## src/design/running_box_blur_row_core_assert.svh

```systemverilog
// ----------------------------------------------------------------------------
// Assertion macros for the running box blur row core
// Short forms for the concurrent checks placed at the end of the top level.
// ----------------------------------------------------------------------------
`ifndef RUNNING_BOX_BLUR_ROW_CORE_ASSERT_SVH
`define RUNNING_BOX_BLUR_ROW_CORE_ASSERT_SVH

// Same-cycle implication, disabled while reset is held.
`define RBB_ASSERT_IMP(lbl, ck, rn, ante, cons, msg) \
  lbl: assert property (@(posedge ck) disable iff (!rn) (ante) |-> (cons)) \
    else $error(msg);

// Next-cycle implication, disabled while reset is held.
`define RBB_ASSERT_NXT(lbl, ck, rn, ante, cons, msg) \
  lbl: assert property (@(posedge ck) disable iff (!rn) (ante) |=> (cons)) \
    else $error(msg);

`endif

```

## src/design/rbb_pkg.sv

```systemverilog
// ----------------------------------------------------------------------------
// rbb_pkg
// Shared types and constants of the running box blur row core.
// ----------------------------------------------------------------------------
package rbb_pkg;

  localparam int PIX_W          = 8;
  localparam int PIX_MAX        = (1 << PIX_W) - 1;
  localparam int RADIUS_CFG_W   = 4;
  localparam int DIM_CFG_W      = 13;
  localparam int ROW_W          = 12;
  localparam int ROWS_HIGH      = 4096;
  localparam int CFG_IDX_W      = 2;
  localparam int CFG_DATA_W     = 13;

  localparam int RADIUS_MAX_DEF = 15;
  localparam int WIDTH_MAX_DEF  = 4096;

  localparam logic [RADIUS_CFG_W-1:0] RST_BOX_RADIUS = RADIUS_CFG_W'(1);
  localparam logic [DIM_CFG_W-1:0]    RST_ROW_WIDTH  = DIM_CFG_W'(640);
  localparam logic [DIM_CFG_W-1:0]    RST_ROW_COUNT  = DIM_CFG_W'(480);

  localparam int CMD_Q_DEPTH    = 2;
  localparam int OUT_Q_DEPTH    = 4;
  localparam int OUT_CNT_W      = $clog2(OUT_Q_DEPTH + 1);

  typedef enum logic [CFG_IDX_W-1:0] {
    CFG_BOX_RADIUS = 2'd0,
    CFG_ROW_WIDTH  = 2'd1,
    CFG_ROW_COUNT  = 2'd2
  } rbb_cfg_idx_t;

  // Classification of one accepted pixel, passed from front to back.
  typedef struct packed {
    logic first_col;  // column 0: seed the running sum
    logic remove;     // window full: drop the sample leaving on the left
    logic emit;       // a result is produced for this pixel
    logic row_end;    // last pixel of the row: flush the tail
    logic frame_end;  // row is the last of the frame
  } rbb_flags_t;

  typedef struct packed {
    logic [PIX_W-1:0] pixel;
    logic             last_row;
    logic             last_frame;
  } rbb_result_t;

  typedef enum logic {
    BK_IDLE,
    BK_CALC
  } rbb_state_t;

endpackage

```

## src/design/rbb_ram.sv

```systemverilog
// ----------------------------------------------------------------------------
// rbb_ram
// Simple dual-port RAM: one write port, one read port with registered data.
// ----------------------------------------------------------------------------
module rbb_ram #(
  parameter int DATA_W = 8,
  parameter int DEPTH  = 32
) (
  input  logic                     clk,
  input  logic                     we,
  input  logic [$clog2(DEPTH)-1:0] waddr,
  input  logic [DATA_W-1:0]        wdata,
  input  logic [$clog2(DEPTH)-1:0] raddr,
  output logic [DATA_W-1:0]        rdata
);

  logic [DATA_W-1:0] mem [DEPTH];

  always_ff @(posedge clk) begin
    if (we) begin
      mem[waddr] <= wdata;
    end
    rdata <= mem[raddr];
  end

endmodule

```

## src/design/rbb_fifo.sv

```systemverilog
// ----------------------------------------------------------------------------
// rbb_fifo
// Small synchronous FIFO with show-ahead read data and an occupancy count.
// ----------------------------------------------------------------------------
module rbb_fifo #(
  parameter int DATA_W = 8,
  parameter int DEPTH  = 4
) (
  input  logic                       clk,
  input  logic                       rst_n,
  input  logic                       push,
  input  logic [DATA_W-1:0]          wdata,
  input  logic                       pop,
  output logic [DATA_W-1:0]          rdata,
  output logic                       empty,
  output logic                       full,
  output logic [$clog2(DEPTH+1)-1:0] count
);

  localparam int PTR_W = $clog2(DEPTH);
  localparam int CNT_W = $clog2(DEPTH + 1);

  logic [DATA_W-1:0] mem_r [DEPTH];
  logic [PTR_W-1:0]  wptr_r;
  logic [PTR_W-1:0]  rptr_r;
  logic [CNT_W-1:0]  count_r;
  logic              do_push;
  logic              do_pop;

  assign empty   = (count_r == '0);
  assign full    = (count_r == CNT_W'(DEPTH));
  assign count   = count_r;
  assign rdata   = mem_r[rptr_r];
  assign do_push = push && !full;
  assign do_pop  = pop && !empty;

  always_ff @(posedge clk) begin
    if (!rst_n) begin
      wptr_r  <= '0;
      rptr_r  <= '0;
      count_r <= '0;
    end else begin
      if (do_push) begin
        wptr_r <= wptr_r + PTR_W'(1);
      end
      if (do_pop) begin
        rptr_r <= rptr_r + PTR_W'(1);
      end
      if (do_push && !do_pop) begin
        count_r <= count_r + CNT_W'(1);
      end else if (do_pop && !do_push) begin
        count_r <= count_r - CNT_W'(1);
      end
    end
  end

  always_ff @(posedge clk) begin
    if (do_push) begin
      mem_r[wptr_r] <= wdata;
    end
  end

endmodule

```

## src/design/rbb_front.sv

```systemverilog
// ----------------------------------------------------------------------------
// rbb_front
// Accepts pixels, tracks column and row, and classifies each pixel for the
// back end.
// ----------------------------------------------------------------------------
module rbb_front import rbb_pkg::*; #(
  parameter int RADIUS_MAX = RADIUS_MAX_DEF,
  parameter int WIDTH_MAX  = WIDTH_MAX_DEF
) (
  input  logic                                    clk,
  input  logic                                    rst_n,
  input  logic                                    restart,
  input  logic                                    push,
  input  logic                                    cmd_full,
  input  logic [PIX_W-1:0]                        pixel,
  input  logic [$clog2(WIDTH_MAX)-1:0]            width_m1,
  input  logic [ROW_W-1:0]                        rows_m1,
  input  logic [$clog2(RADIUS_MAX+1)-1:0]         radius,
  output logic                                    cmd_push,
  output rbb_flags_t                              cmd_flags,
  output logic [PIX_W-1:0]                        cmd_pixel,
  output logic [$clog2(2*RADIUS_MAX+2)-1:0]       cmd_wr_addr,
  output logic [((($clog2(WIDTH_MAX)) > ($clog2(RADIUS_MAX+1) + 1)) ?
                 $clog2(WIDTH_MAX) : ($clog2(RADIUS_MAX+1) + 1)):0] cmd_pos
);

  localparam int RAD_W = $clog2(RADIUS_MAX + 1);
  localparam int AW    = $clog2(2 * RADIUS_MAX + 2);
  localparam int COL_W = $clog2(WIDTH_MAX);
  localparam int POS_W = ((COL_W > RAD_W + 1) ? COL_W : RAD_W + 1) + 1;
  localparam int CR_W  = (COL_W > RAD_W) ? COL_W : RAD_W;

  logic [COL_W-1:0] col_r;
  logic [ROW_W-1:0] row_r;
  logic [POS_W-1:0] col_ext;
  logic [CR_W-1:0]  col_cmp;
  logic [CR_W-1:0]  rad_cmp;
  logic             row_end;

  assign cmd_push = push && !cmd_full;
  assign col_ext  = POS_W'(col_r);
  assign col_cmp  = CR_W'(col_r);
  assign rad_cmp  = CR_W'(radius);
  assign row_end  = (col_r == width_m1);

  // Window position whose sample leaves the running sum for this pixel.
  assign cmd_pos     = col_ext - POS_W'({radius, 1'b1});
  assign cmd_wr_addr = col_ext[AW-1:0];
  assign cmd_pixel   = pixel;

  always_comb begin
    cmd_flags.first_col = (col_r == '0);
    cmd_flags.remove    = (col_cmp > rad_cmp);
    cmd_flags.emit      = (col_cmp >= rad_cmp);
    cmd_flags.row_end   = row_end;
    cmd_flags.frame_end = (row_r == rows_m1);
  end

  always_ff @(posedge clk) begin
    if (!rst_n || restart) begin
      col_r <= '0;
      row_r <= '0;
    end else if (cmd_push) begin
      if (row_end) begin
        col_r <= '0;
        row_r <= (row_r >= rows_m1) ? '0 : row_r + ROW_W'(1);
      end else begin
        col_r <= col_r + COL_W'(1);
      end
    end
  end

endmodule

```

## src/design/rbb_back.sv

```systemverilog
// ----------------------------------------------------------------------------
// rbb_back
// Keeps the row's recent pixels and running sum, walks a row's tail one result
// per cycle while there is result room, and divides each sum by the box width.
// ----------------------------------------------------------------------------
module rbb_back import rbb_pkg::*; #(
  parameter int RADIUS_MAX = RADIUS_MAX_DEF,
  parameter int WIDTH_MAX  = WIDTH_MAX_DEF
) (
  input  logic                                    clk,
  input  logic                                    rst_n,
  input  logic [$clog2(RADIUS_MAX+1)-1:0]         radius,
  input  logic                                    cmd_empty,
  input  rbb_flags_t                              cmd_flags,
  input  logic [PIX_W-1:0]                        cmd_pixel,
  input  logic [$clog2(2*RADIUS_MAX+2)-1:0]       cmd_wr_addr,
  input  logic [((($clog2(WIDTH_MAX)) > ($clog2(RADIUS_MAX+1) + 1)) ?
                 $clog2(WIDTH_MAX) : ($clog2(RADIUS_MAX+1) + 1)):0] cmd_pos,
  output logic                                    cmd_pop,
  input  logic [OUT_CNT_W-1:0]                    res_count,
  output logic                                    res_push,
  output rbb_result_t                             res_word
);

  localparam int RAD_W  = $clog2(RADIUS_MAX + 1);
  localparam int AW     = $clog2(2 * RADIUS_MAX + 2);
  localparam int COL_W  = $clog2(WIDTH_MAX);
  localparam int POS_W  = ((COL_W > RAD_W + 1) ? COL_W : RAD_W + 1) + 1;
  localparam int SUM_W  = $clog2((2 * RADIUS_MAX + 1) * PIX_MAX + 1);
  localparam int N_W    = $clog2((2 * RADIUS_MAX + 1) * PIX_MAX + RADIUS_MAX + 1);
  localparam int DIV_K  = N_W + $clog2(2 * RADIUS_MAX + 1);
  localparam int M_W    = DIV_K + 1;
  localparam int PROD_W = N_W + M_W;
  localparam int USED_W = OUT_CNT_W + 2;

  rbb_state_t         state_r;
  rbb_state_t         state_nxt;
  rbb_flags_t         flags_r;
  logic [PIX_W-1:0]   pix_r;
  logic [POS_W-1:0]   pos_r;
  logic [POS_W-1:0]   pos_inc;
  logic [RAD_W-1:0]   steps_r;
  logic [PIX_W-1:0]   first_r;
  logic [SUM_W-1:0]   acc_r;
  logic [SUM_W-1:0]   acc_nxt;
  logic               emit_a_r;
  logic               lr_a_r;
  logic               lf_a_r;
  logic [PROD_W-1:0]  prod_r;
  logic               emit_b_r;
  logic               lr_b_r;
  logic               lf_b_r;
  logic [M_W-1:0]     recip_r;
  logic [M_W-1:0]     recip_tab [RADIUS_MAX+1];

  logic               ram_we;
  logic [AW-1:0]      rd_addr;
  logic [PIX_W-1:0]   ram_rdata;
  logic [PIX_W-1:0]   old_pix;
  logic [RAD_W:0]     rad_p1;
  logic [SUM_W:0]     init_sum;
  logic [SUM_W:0]     sum_in;
  logic [SUM_W:0]     sub_val;
  logic [USED_W-1:0]  used;
  logic               credit_ok;
  logic               take;
  logic               more;
  logic [N_W-1:0]     numer;

  // Reciprocals ceil(2^K / (2i+1)); with K this large the truncated product
  // gives the exact quotient for every sum the window can reach.
  for (genvar i = 0; i <= RADIUS_MAX; i++) begin : g_recip
    localparam logic [M_W-1:0] RECIP =
      M_W'(((64'd1 << DIV_K) + 64'(2 * i)) / 64'(2 * i + 1));
    assign recip_tab[i] = RECIP;
  end

  rbb_ram #(
    .DATA_W (PIX_W),
    .DEPTH  (1 << AW)
  ) u_store (
    .clk   (clk),
    .we    (ram_we),
    .waddr (cmd_wr_addr),
    .wdata (cmd_pixel),
    .raddr (rd_addr),
    .rdata (ram_rdata)
  );

  assign pos_inc  = pos_r + POS_W'(1);
  // Positions left of the row repeat the first pixel.
  assign old_pix  = pos_r[POS_W-1] ? first_r : ram_rdata;
  assign rad_p1   = (RAD_W+1)'(radius) + (RAD_W+1)'(1);
  assign init_sum = (SUM_W+1)'(rad_p1) * (SUM_W+1)'(pix_r);
  assign sum_in   = flags_r.first_col ? init_sum
                                      : (SUM_W+1)'(acc_r) + (SUM_W+1)'(pix_r);
  assign sub_val  = flags_r.remove ? (SUM_W+1)'(old_pix) : '0;
  assign acc_nxt  = SUM_W'(sum_in - sub_val);

  assign used      = USED_W'(res_count) + USED_W'(emit_a_r) + USED_W'(emit_b_r);
  assign credit_ok = !flags_r.emit || (used < USED_W'(OUT_Q_DEPTH));

  always_comb begin
    state_nxt = state_r;
    cmd_pop   = 1'b0;
    ram_we    = 1'b0;
    rd_addr   = pos_r[AW-1:0];
    take      = 1'b0;
    more      = 1'b0;
    case (state_r)
      BK_IDLE: begin
        if (!cmd_empty) begin
          cmd_pop   = 1'b1;
          ram_we    = 1'b1;
          rd_addr   = cmd_pos[AW-1:0];
          state_nxt = BK_CALC;
        end
      end
      BK_CALC: begin
        if (credit_ok) begin
          take = 1'b1;
          more = flags_r.row_end && (steps_r != '0);
          if (more) begin
            rd_addr = pos_inc[AW-1:0];
          end else begin
            state_nxt = BK_IDLE;
          end
        end
      end
      default: begin
        state_nxt = BK_IDLE;
      end
    endcase
  end

  always_ff @(posedge clk) begin
    if (!rst_n) begin
      state_r  <= BK_IDLE;
      emit_a_r <= 1'b0;
      emit_b_r <= 1'b0;
      acc_r    <= '0;
      first_r  <= '0;
    end else begin
      state_r  <= state_nxt;
      emit_a_r <= take && flags_r.emit;
      emit_b_r <= emit_a_r;
      if (take) begin
        acc_r <= acc_nxt;
      end
      if (cmd_pop && cmd_flags.first_col) begin
        first_r <= cmd_pixel;
      end
    end
  end

  always_ff @(posedge clk) begin
    recip_r <= recip_tab[radius];
    if (cmd_pop) begin
      flags_r <= cmd_flags;
      pix_r   <= cmd_pixel;
      pos_r   <= cmd_pos;
      steps_r <= radius;
    end else if (take && more) begin
      // Tail of the row: the right edge repeats the last pixel.
      pos_r             <= pos_inc;
      steps_r           <= steps_r - RAD_W'(1);
      flags_r.first_col <= 1'b0;
      flags_r.remove    <= 1'b1;
    end
    if (take) begin
      lr_a_r <= flags_r.row_end && !more;
      lf_a_r <= flags_r.row_end && !more && flags_r.frame_end;
    end
    if (emit_a_r) begin
      prod_r <= PROD_W'(numer) * PROD_W'(recip_r);
      lr_b_r <= lr_a_r;
      lf_b_r <= lf_a_r;
    end
  end

  // Adding r before the divide rounds to nearest; 2r+1 is odd, so no ties.
  assign numer = N_W'(acc_r) + N_W'(radius);

  assign res_push            = emit_b_r;
  assign res_word.pixel      = prod_r[DIV_K +: PIX_W];
  assign res_word.last_row   = lr_b_r;
  assign res_word.last_frame = lf_b_r;

endmodule

```

## src/design/running_box_blur_row_core.sv

```systemverilog
// An accepted pixel passes the command queue, the back end's command, sum and product
// registers and the result queue. The back end reads the window RAM and updates the sum
// before it takes the next pixel; a row's last pixel releases r extra results in turn.
// Reset: synchronous, active low; registers return to radius 1, width 640, 480 rows,
// and both queues empty. The window RAM is not cleared and needs no clearing pass.
// ----------------------------------------------------------------------------
// running_box_blur_row_core
// Horizontal box blur with edge replication over a raster stream of pixels.
// ----------------------------------------------------------------------------
module running_box_blur_row_core import rbb_pkg::*; #(
  parameter int RADIUS_MAX = RADIUS_MAX_DEF,
  parameter int WIDTH_MAX  = WIDTH_MAX_DEF
) (
  input  logic                  clk,
  input  logic                  rst_n,
  // Input word queue
  input  logic                  in_push,
  output logic                  in_full,
  input  logic [PIX_W-1:0]      in_pixel,
  // Result word queue
  output logic                  out_empty,
  input  logic                  out_pop,
  output logic [PIX_W-1:0]      out_blurred_pixel,
  output logic                  out_last_of_row,
  output logic                  out_last_of_frame,
  // Register writes
  input  logic                  cfg_we,
  input  logic [CFG_IDX_W-1:0]  cfg_index,
  input  logic [CFG_DATA_W-1:0] cfg_wdata
);

  `include "running_box_blur_row_core_assert.svh"

  localparam int RAD_W = $clog2(RADIUS_MAX + 1);
  localparam int AW    = $clog2(2 * RADIUS_MAX + 2);
  localparam int COL_W = $clog2(WIDTH_MAX);
  localparam int WW    = $clog2(WIDTH_MAX + 1);
  localparam int POS_W = ((COL_W > RAD_W + 1) ? COL_W : RAD_W + 1) + 1;
  localparam int CMP_W = (WW > DIM_CFG_W) ? WW : DIM_CFG_W;
  localparam int RC_W  = (COL_W > RAD_W + RADIUS_CFG_W) ? COL_W : RAD_W + RADIUS_CFG_W;
  localparam int FLG_W = $bits(rbb_flags_t);
  localparam int CMD_W = FLG_W + PIX_W + AW + POS_W;
  localparam int RES_W = $bits(rbb_result_t);

  // The three registers. Writing any of them restarts the stream at the
  // first column of the first row; an index past the list is ignored.
  logic [RADIUS_CFG_W-1:0] box_radius_r;
  logic [DIM_CFG_W-1:0]    row_width_r;
  logic [DIM_CFG_W-1:0]    row_count_r;
  logic                    cfg_hit;

  always_comb begin
    case (rbb_cfg_idx_t'(cfg_index))
      CFG_BOX_RADIUS: cfg_hit = cfg_we;
      CFG_ROW_WIDTH:  cfg_hit = cfg_we;
      CFG_ROW_COUNT:  cfg_hit = cfg_we;
      default:        cfg_hit = 1'b0;
    endcase
  end

  always_ff @(posedge clk) begin
    if (!rst_n) begin
      box_radius_r <= RST_BOX_RADIUS;
      row_width_r  <= RST_ROW_WIDTH;
      row_count_r  <= RST_ROW_COUNT;
    end else if (cfg_we) begin
      case (rbb_cfg_idx_t'(cfg_index))
        CFG_BOX_RADIUS: box_radius_r <= cfg_wdata[RADIUS_CFG_W-1:0];
        CFG_ROW_WIDTH:  row_width_r  <= cfg_wdata;
        CFG_ROW_COUNT:  row_count_r  <= cfg_wdata;
        default: begin
        end
      endcase
    end
  end

  // Effective geometry. A width of zero counts as one and is saturated at
  // the largest supported row; the row count is held between one and the
  // frame limit. The radius is the least of the register, the build limit
  // and half of (width - 1), so a window never spans more than a row.
  logic [CMP_W-1:0]        width_ext;
  logic [CMP_W-1:0]        width_eff;
  logic [COL_W-1:0]        width_m1;
  logic [ROW_W-1:0]        rows_m1;
  logic [COL_W-1:0]        half_width;
  logic [RC_W-1:0]         rad_clip;
  logic [RAD_W-1:0]        radius;

  assign width_ext = CMP_W'(row_width_r);

  always_comb begin
    if (width_ext == '0) begin
      width_eff = CMP_W'(1);
    end else if (width_ext > CMP_W'(WIDTH_MAX)) begin
      width_eff = CMP_W'(WIDTH_MAX);
    end else begin
      width_eff = width_ext;
    end
  end

  assign width_m1   = COL_W'(width_eff - CMP_W'(1));
  assign half_width = width_m1 >> 1;

  always_comb begin
    if (row_count_r == '0) begin
      rows_m1 = '0;
    end else if (row_count_r > DIM_CFG_W'(ROWS_HIGH)) begin
      rows_m1 = ROW_W'(ROWS_HIGH - 1);
    end else begin
      rows_m1 = ROW_W'(row_count_r - DIM_CFG_W'(1));
    end
  end

  always_comb begin
    rad_clip = RC_W'(box_radius_r);
    if (rad_clip > RC_W'(RADIUS_MAX)) begin
      rad_clip = RC_W'(RADIUS_MAX);
    end
    if (rad_clip > RC_W'(half_width)) begin
      rad_clip = RC_W'(half_width);
    end
  end

  assign radius = RAD_W'(rad_clip);

  // Front end: counts columns and rows and turns each pixel into a command.
  logic             cmd_push;
  logic             cmd_pop;
  logic             cmd_full;
  logic             cmd_empty;
  rbb_flags_t       f_flags;
  logic [PIX_W-1:0] f_pixel;
  logic [AW-1:0]    f_wr_addr;
  logic [POS_W-1:0] f_pos;
  logic [CMD_W-1:0] cmd_wdata;
  logic [CMD_W-1:0] cmd_rdata;
  logic [$clog2(CMD_Q_DEPTH+1)-1:0] cmd_count;
  rbb_flags_t       b_flags;
  logic [PIX_W-1:0] b_pixel;
  logic [AW-1:0]    b_wr_addr;
  logic [POS_W-1:0] b_pos;

  assign in_full = cmd_full;

  rbb_front #(
    .RADIUS_MAX (RADIUS_MAX),
    .WIDTH_MAX  (WIDTH_MAX)
  ) u_front (
    .clk         (clk),
    .rst_n       (rst_n),
    .restart     (cfg_hit),
    .push        (in_push),
    .cmd_full    (cmd_full),
    .pixel       (in_pixel),
    .width_m1    (width_m1),
    .rows_m1     (rows_m1),
    .radius      (radius),
    .cmd_push    (cmd_push),
    .cmd_flags   (f_flags),
    .cmd_pixel   (f_pixel),
    .cmd_wr_addr (f_wr_addr),
    .cmd_pos     (f_pos)
  );

  // Command queue: lets the front keep accepting while the back end is
  // busy with the tail of a row or waiting for result space.
  assign cmd_wdata = {f_flags, f_pixel, f_wr_addr, f_pos};

  rbb_fifo #(
    .DATA_W (CMD_W),
    .DEPTH  (CMD_Q_DEPTH)
  ) u_cmd_q (
    .clk   (clk),
    .rst_n (rst_n),
    .push  (cmd_push),
    .wdata (cmd_wdata),
    .pop   (cmd_pop),
    .rdata (cmd_rdata),
    .empty (cmd_empty),
    .full  (cmd_full),
    .count (cmd_count)
  );

  assign {b_flags, b_pixel, b_wr_addr, b_pos} = cmd_rdata;

  // Back end: running sum over the window RAM and the rounding divide. It
  // only starts a result when the result queue has room for it and for
  // everything still in its pipeline, so the queue never overflows.
  logic                  res_push;
  rbb_result_t           res_word;
  logic [RES_W-1:0]      res_rdata;
  rbb_result_t           res_head;
  logic                  res_full;
  logic [OUT_CNT_W-1:0]  res_count;

  rbb_back #(
    .RADIUS_MAX (RADIUS_MAX),
    .WIDTH_MAX  (WIDTH_MAX)
  ) u_back (
    .clk         (clk),
    .rst_n       (rst_n),
    .radius      (radius),
    .cmd_empty   (cmd_empty),
    .cmd_flags   (b_flags),
    .cmd_pixel   (b_pixel),
    .cmd_wr_addr (b_wr_addr),
    .cmd_pos     (b_pos),
    .cmd_pop     (cmd_pop),
    .res_count   (res_count),
    .res_push    (res_push),
    .res_word    (res_word)
  );

  // Result queue: this is the output register stage seen by the consumer.
  rbb_fifo #(
    .DATA_W (RES_W),
    .DEPTH  (OUT_Q_DEPTH)
  ) u_out_q (
    .clk   (clk),
    .rst_n (rst_n),
    .push  (res_push),
    .wdata (res_word),
    .pop   (out_pop),
    .rdata (res_rdata),
    .empty (out_empty),
    .full  (res_full),
    .count (res_count)
  );

  assign res_head          = res_rdata;
  assign out_blurred_pixel = res_head.pixel;
  assign out_last_of_row   = res_head.last_row;
  assign out_last_of_frame = res_head.last_frame;

  // The back end's credit check must keep the result queue from overflowing.
  `RBB_ASSERT_IMP(a_res_no_overflow, clk, rst_n, res_push, !res_full, "result queue overflow")
  // The back end takes a command only when one is waiting.
  `RBB_ASSERT_IMP(a_cmd_no_underrun, clk, rst_n, cmd_pop, !cmd_empty, "command queue underrun")
  // An accepted pixel is waiting in the command queue on the next edge.
  `RBB_ASSERT_NXT(a_cmd_lands, clk, rst_n, in_push && !in_full, !cmd_empty, "accepted word lost")
  // The end of a frame is always also the end of a row.
  `RBB_ASSERT_IMP(a_frame_row, clk, rst_n, !out_empty && out_last_of_frame, out_last_of_row,
                  "frame end without row end")

endmodule
```

## config.mk

```make
export PLATFORM = sky130hd
export DESIGN_NAME = running_box_blur_row_core
export DESIGN_NICKNAME = d
export VERILOG_FILES = /design/src/design/rbb_pkg.sv /design/src/design/rbb_ram.sv /design/src/design/rbb_fifo.sv /design/src/design/rbb_front.sv /design/src/design/rbb_back.sv /design/src/design/running_box_blur_row_core.sv
export VERILOG_INCLUDE_DIRS = /design/src /design/src/design
export SDC_FILE = /design/constraint.sdc
export NUM_CORES = 1
export LEC_CHECK = 0
export BUFFER_PORTS_ARGS = -buffer_cell sky130_fd_sc_hd__buf_4
export CAP_MARGIN = 20
export CORE_AREA = 2 2 193 337
export CTS_BUF_LIST = sky130_fd_sc_hd__clkbuf_4 sky130_fd_sc_hd__clkbuf_8
export CTS_CLUSTER_SIZE = 12
export DETAILED_ROUTE_END_ITERATION = 10
export DIE_AREA = 0 0 195 339
export SKIP_LAST_GASP = 1
export SYNTH_ARGS = -nofsm -noshare
export SYNTH_HDL_FRONTEND = slang
export SYNTH_SLANG_ARGS = --single-unit
export TNS_END_PERCENT = 30
```

## constraint.sdc

```tcl
create_clock -name clk -period 16.57 [get_ports clk]
set_clock_uncertainty 0.15 [all_clocks]
set_input_delay 0.8285 -clock clk [delete_from_list [all_inputs] [get_ports clk]]
set_output_delay 0.8285 -clock clk [all_outputs]
set_load 0.01 [all_outputs]
```

==> results of run 1 <==
registers in the layout (all words and copies together) (netlist names), 3 cells and up, named ones only:
name                  cells
row_count_r              13
u_out_q.count             3
u_back.pos_r             13
box_radius_r              4
u_back.pix_r              8
u_front.col_cmp          12
row_width_r              13
u_back.first_r            8
u_back.recip_r           18
u_back.flags_r            5
u_out_q.mem_r            40
u_back.u_store.mem      256
u_back.prod_r             8
u_back.u_store.rdata      8
u_back.steps_r            4
u_front.row_r            12
u_back.acc_r             13
u_cmd_q.mem_r            62
per-layer routing:
| metal | GRT usage | wire (microns) | part of all wire | vias up |
|---|---|---|---|---|
| met3 | 0.02975 | 2504 | 0.032 | 173 |
| met1 | 0.2466 | 27560 | 0.35 | 10350 |
| li1 | - | - | - | 9538 |
| met5 | 0 | 0 | 0 | - |
| met4 | 0.1264 | 4074 | 0.052 | 0 |
| met2 | 0.4700 | 43900 | 0.56 | 497 |
synthesized netlist by cell type (all sizes together), types with 8 or more instances:
cell     instances
edfxtp         400
nand2          317
inv            271
fa             188
ha             145
nor2           128
dfxtp          118
and2           110
clkbuf          87
a21oi           74
xnor2           69
o21ai           66
mux2i           65
mux4            59
nor2b           55
nand3           41
xor2            41
nor3            39
mux2            34
a22oi           33
nand4           32
a21boi          29
buf             29
nand2b          24
and3            21
a211oi          17
nor4            16
or3             15
a21o            14
o2111ai         14
o21a            12
a31oi            8
path summary, 6_finish.rpt:
check,to,slack (ps),cells past startpoint
max,u_back.prod_r[24],4270,37
min,u_cmd_q.mem_r[1][18],190,1
max reg2reg,u_back.prod_r[24],4270,37
min reg2reg,u_back.lf_b_r,290,0
per-stage QoR:
step | utilization | power (uW) | cell area (sq um) | std cells
CTS | 0.5383 | 6429 | 34020 | 3589
floorplan | - | 4291 | 31360 | 2701
global placement | 0.5128 | 5198 | 32400 | 3451
global route | 0.5394 | 6882 | 34090 | 3596
detailed placement | 0.5128 | 5310 | 32400 | 3451
finish | 0.5394 | 6347 | 34090 | 3596
power groups by stage:
| stage | combinational (uW) | clock [uW] | sequential, uW |
|---|---|---|---|
| after floorplan | 2540 | 0 | 1750 |
| after global placement | 3350 | 0 | 1840 |
| after detailed placement | 3460 | 0 | 1850 |
| after CTS | 3480 | 1130 | 1820 |
| after global routing | 3860 | 1180 | 1840 |
| final | 3430 | 1100 | 1820 |
area by class of cell:
class | instances | share of cell area
multi-input combinational | 1794 | 0.4561
sequential | 518 | 0.4217
clock buffer | 104 | 0.03759
inverter | 273 | 0.03006
tap | 806 | 0.02959
timing repair buffer | 66 | 0.01523
clock inverter | 34 | 0.009654
antenna | 1 | 0.00007341
logic make-up (layout without fill, tap and decap cells):
group,after synthesis,in the layout,share of synthesized area
AO/OA/AOI/OAI,344,344,0.07469
multiplexers,158,158,0.07533
buffers and inverters,389,477,0.04784
adder cells (fa/ha/maj),333,333,0.1779
AND/OR/NAND/NOR,848,848,0.1345
flip-flops,518,518,0.4583
other,0,1,0
XOR/XNOR,111,111,0.03144
==> results.md, run 1 <==
* Count of buffers added by post-CTS timing repair for setup at 0
* Part of the power in combinational logic at 0.540
* Clock period minus worst slack at 12300 ps
* Yosys top cell by area: edfxtp_1
* Routed vias/inst at 5.717
* CP max stage delay at 920 ps
* Type of element launching the critical path: register
* Combined buffer and inverter count along the critical path at 6
* Number of clock buffers inserted by TritonCTS at 78
* Maximum resistive drop on vdd at 0.1506 mV
* Initial Util at 0.4962
* Cell repeated most along the worst path: fa_1
* Synthesized flop and latch total at 518
* WHS at 185.6 ps
* Endpoint arrival time on the critical path at 12560 ps
* Average routed wire per standard cell at 21.70 microns
* RR Startpoint: row_width_r[6]
* Post-cts resize count at 0
* Wirelength, routed at 78040 microns
* Layout-stage area growth over the synthesis result at 8.694%
* Most frequent standard cell in the layout excluding fill and tap cells: edfxtp_1
* Total core area at 63200 sq um
* Commonest non-fill, non-tap cells in the layout: edfxtp_1, nand2_1, inv_1, fa_1, ha_1
* Seq. cell area at 14380 sq um
* Instance count of the mapped netlist at 2701
* Internal power component at 3662 uW
* Distinct cell type count of the synthesized netlist at 84
* Measured slew at the worst slew-check pin at 1132 ps
* Slowest library cell on the worst path: xor2_2
* Count of buffers from port buffering at 39
* Number of buffers inserted for hold repair after clock tree synthesis at 0
* Sink Count at 518
* Category of the critical setup timing path: register to register
* Setup WS post-layout at 4273 ps
* Die Footprint at 66110 sq um
* Data required time at the worst endpoint at 16830 ps
* I/O pin count at 40
* Part of the power in registers at 0.287
* Core Rows at 122
* Number of antenna violations at the first check in global routing at 1
* Router iterations before antenna repair at 6
* CP top delay family: adder cells
* Category of the worst setup path capture point: register
* Synthesized area per cell at 11.61 sq um
* DRC at 0
* Number of global-route vias before repair at 21980
* Layout net count at 3092
* Largest net degree at the start of global routing at 70
* Switching power of the nets at 2685 uW
* Launch point of the critical path: row_width_r[6]
* Total negative slack for setup checks at 0 ps
* Antenna Violating Nets Remaining at 0
* Static leakage at 0.01320 uW
* Max-slew headroom at 0.2445
* Clock share of power at 0.173
* Area of combinational cells with multiple inputs at 15550 sq um
* Clock root cell: clkbuf_8
* Run status: finished clean
* Number of setup violations in the final report at 0
* FMAX at 81.32 MHz
* Power density of the placed cells at 186.2 nW/um^2
* Drt initial violations at 1219
* Number of synthesis warnings at 0
* Final global-route overflow total at 0
* Number of buffers on the longest clock path at 3
* Predominant post-synthesis flop cell: edfxtp_1
* Cell types with the largest area share after synthesis: edfxtp_1, fa_1, dfxtp_1
* Number of H-tree levels at 3
* Insertion delay of the later-clocked pin in the worst-skew pair at 680 ps
* Maximum fanout along the worst path at 18
* Unrepaired setup endpoints after global routing: false
* Post-Synthesis Net Count at 3062
* Clock transition at the registers of the reported paths at 60 ps
* GRT Overall Usage at 0.2408
* Slew Viols, Final at 0
* GPL Wtd Cong at 0.8856
* Worst min path class: input port to register
* Beginning of the worst hold path: in_pixel[0]
* Max Cap Violations at 0
* Global-route wire length before repair at 122400 microns
* Share of final-layout standard cells stronger than drive strength 1 at 0.1119
* Final hold violation count at 0
* Die Y-Extent at 339 microns
* Via Count at 20560
* Switching Fraction at 0.4231
* Proportion of netlist area held by the largest area contributor at 0.3830
* Die Width at 195 microns
* Netlist area before placement at 31360 sq um
* Filler cells at 5518
* Sequential share of the synthesized area at 0.4583
* Crit share post-route at 0.7421
* Placement Setup Slack at 4474 ps
* Fraction of synthesis flops using an asynchronous set or reset pin at 0
* EDFF count, synth at 400
* TritonCTS clock tree: built
* Placed wire-length estimate at 57840 microns
No activity file was read; power rests on OpenSTA's default activity.
==> run 2: changes to the inputs <==
--- a/config.mk
+++ b/config.mk
@@ -13,6 +13,7 @@
 export CTS_CLUSTER_SIZE = 12
 export DETAILED_ROUTE_END_ITERATION = 10
 export DIE_AREA = 0 0 195 339
+export PLACE_DENSITY = 0.67
 export SKIP_LAST_GASP = 1
 export SYNTH_ARGS = -nofsm -noshare
 export SYNTH_HDL_FRONTEND = slang
==> constraint.sdc (replaced) <==
create_clock -name clk -period 11.1 [get_ports clk]
set_clock_uncertainty 0.15 [all_clocks]
set_input_delay 0.555 -clock clk [delete_from_list [all_inputs] [get_ports clk]]
set_output_delay 0.555 -clock clk [all_outputs]
set_load 0.01 [all_outputs]
==> results.md, run 2 (same netlist as run 1, synthesis figures left out) <==
* Run status: finished clean
* Number of buffers on the longest clock path at 3
* Maximum resistive drop on vdd at 0.2169 mV
* Data required time at the worst endpoint at 11400 ps
* Drt initial violations at 1082
* Type of element launching the critical path: register
* Layout net count at 3130
* Category of the worst setup path capture point: register
* RR Startpoint: row_width_r[3]
* Global-route wire length before repair at 120100 microns
* Maximum fanout along the worst path at 18
* Seq. cell area at 14380 sq um
* Die Y-Extent at 339 microns
* Number of antenna violations at the first check in global routing at 1
* CP top delay family: adder cells
* CP max stage delay at 540 ps
* Die Width at 195 microns
* Number of H-tree levels at 3
* GRT Overall Usage at 0.2344
* Cell repeated most along the worst path: fa_1
* Registers with the highest flip-flop counts: u_back.u_store.mem (256), u_cmd_q.mem_r (62), u_out_q.mem_r (40)
* Final global-route overflow total at 0
* Insertion delay of the later-clocked pin in the worst-skew pair at 690 ps
* Area of combinational cells with multiple inputs at 15550 sq um
* Total core area at 63200 sq um
* Filler cells at 5439
* Largest register FFs at 256
* Category of the critical setup timing path: register to register
* Via Count at 20820
* Number of clock buffers inserted by TritonCTS at 76
* DRC at 0
* Initial Util at 0.4962
* Core Rows at 122
* Hold Path Sink: u_out_q.rptr_r[1]
* Number of setup violations in the final report at 0
* Clock root cell: clkbuf_8
* Worst min path class: input port to register
* Largest net degree at the start of global routing at 70
* Reg-to-Reg End: u_back.prod_r[24]
* Clock period minus worst slack at 10440 ps
* TritonCTS clock tree: built
* Max Cap Violations at 0
* Final Util at 0.5451
* Final hold violation count at 0
* FMAX at 95.77 MHz
* Placed wire-length estimate at 57040 microns
* Layout-stage area growth over the synthesis result at 9.851%
* Beginning of the worst hold path: out_pop
* Share of final-layout standard cells stronger than drive strength 1 at 0.1208
* Most frequent standard cell in the layout excluding fill and tap cells: edfxtp_1
* Max-slew headroom at 0.2713
* Antenna Violating Nets Remaining at 0
* Average routed wire per standard cell at 20.88 microns
* Die Footprint at 66110 sq um
* Count of buffers from port buffering at 39
* Slew Viols, Final at 0
* Unrepaired setup endpoints after global routing: false
* Measured slew at the worst slew-check pin at 1093 ps
* GPL Wtd Cong at 0.9283
* Number of global-route vias before repair at 22570
* Worst hold path stage count at 4
* Endpoint arrival time on the critical path at 10740 ps
* Router iterations before antenna repair at 7
* Largest reg by FF count: u_back.u_store.mem
* Reg2Reg Depth at 41
* Commonest non-fill, non-tap cells in the layout: edfxtp_1, nand2_1, inv_1, fa_1, ha_1
* Clock transition at the registers of the reported paths at 70 ps
* Power density of the placed cells at 273.6 nW/um^2
* Crit share post-route at 0.9407
* Setup slack, reg-to-reg at 660 ps
* I/O pin count at 40
* Total negative slack for setup checks at 0 ps
* Slowest library cell on the worst path: fa_1
* Static leakage at 0.01336 uW
* Wirelength, routed at 76000 microns
* Sink Count at 518
* Routed vias/inst at 5.721
* Combined buffer and inverter count along the critical path at 7
run 2: changes by cell type in the layout (fill, tap and decap cells not counted), sizes merged:
cell          change
dlymetal6s2s      -2
diode             +1
dlygate4sd3      +21
buf              +22
clkinvlp          +4
clkbuf            +1
inv               -1
clkinv            -3
run 2: final cells by class:
| class | instances | area share |
|---|---|---|
| antenna | 2 | 0.0001453 |
| clock buffer | 106 | 0.03745 |
| tap | 806 | 0.02927 |
| timing repair buffer | 106 | 0.02462 |
| sequential | 518 | 0.4173 |
| multi-input combinational | 1794 | 0.4515 |
| clock inverter | 34 | 0.009988 |
| inverter | 273 | 0.02975 |
run 2: worst max-delay path by stage:
stage | startpoint | to | slack (ps) | depth (start not counted)
floorplan | row_width_r[7] | u_back.prod_r[24] | 600 | 39
global placement | row_width_r[3] | u_back.prod_r[24] | 380 | 39
detailed placement | row_width_r[3] | u_back.prod_r[24] | 150 | 39
CTS | row_width_r[3] | u_back.prod_r[24] | 100 | 39
global route | row_width_r[3] | u_back.prod_r[24] | 50 | 41
finish | row_width_r[3] | u_back.prod_r[24] | 660 | 41
run 2: worst register-to-register path, delay by kind of cell, from the launching register on:
family	cells	cell delay (ps)
DFF	1	390
and+or+nand+nor	10	1810
buffers and inverters	7	890
xor gates and xnor gates	2	200
adders and majority gates	10	4180
AOI/OAI and AO/OA	12	2560
run 2: through the flow:
| step | instances | instance area [sq um] | hold WS, ps | power, uW | setup WS [ps] |
|---|---|---|---|---|---|
| 4_1_cts | 3632 | 34370 | 112.4 | 9493 | 99.64 |
| 3_3_place_gp | 3467 | 32500 | 257.7 | 7629 | 381.6 |
| 2_1_floorplan | 2701 | 31360 | 250.3 | 6405 | 595.9 |
| 6_report | 3639 | 34450 | 172.4 | 9425 | 657.9 |
| 3_5_place_dp | 3471 | 32530 | 261.0 | 7812 | 153.9 |
| 5_1_grt | 3638 | 34450 | 189.8 | 10200 | 47.01 |
run 2: routing by layer:
layer / track usage / share of wire / up-vias
li1: - / - / 9618
met1: 0.2316 / 0.35 / 10410
met2: 0.4574 / 0.56 / 558
met3: 0.02587 / 0.033 / 229
met4: 0.1481 / 0.063 / 0
met5: 0 / 0 / -
run 2: what timing repair did:
action                                 CTS  global route
setup endpoints to repair                0             6
endpoints found under the hold margin   43             0
gates resized for setup                  0             6
setup buffers                            0             3
hold buffers                            21             0
run 2: report_power, final:
| group | internal [uW] | switching [uW] |
|---|---|---|
| Clock | 901 | 748 |
| Combinational | 2100 | 2950 |
| Sequential | 2480 | 246 |
| Total | 5480 | 3950 |
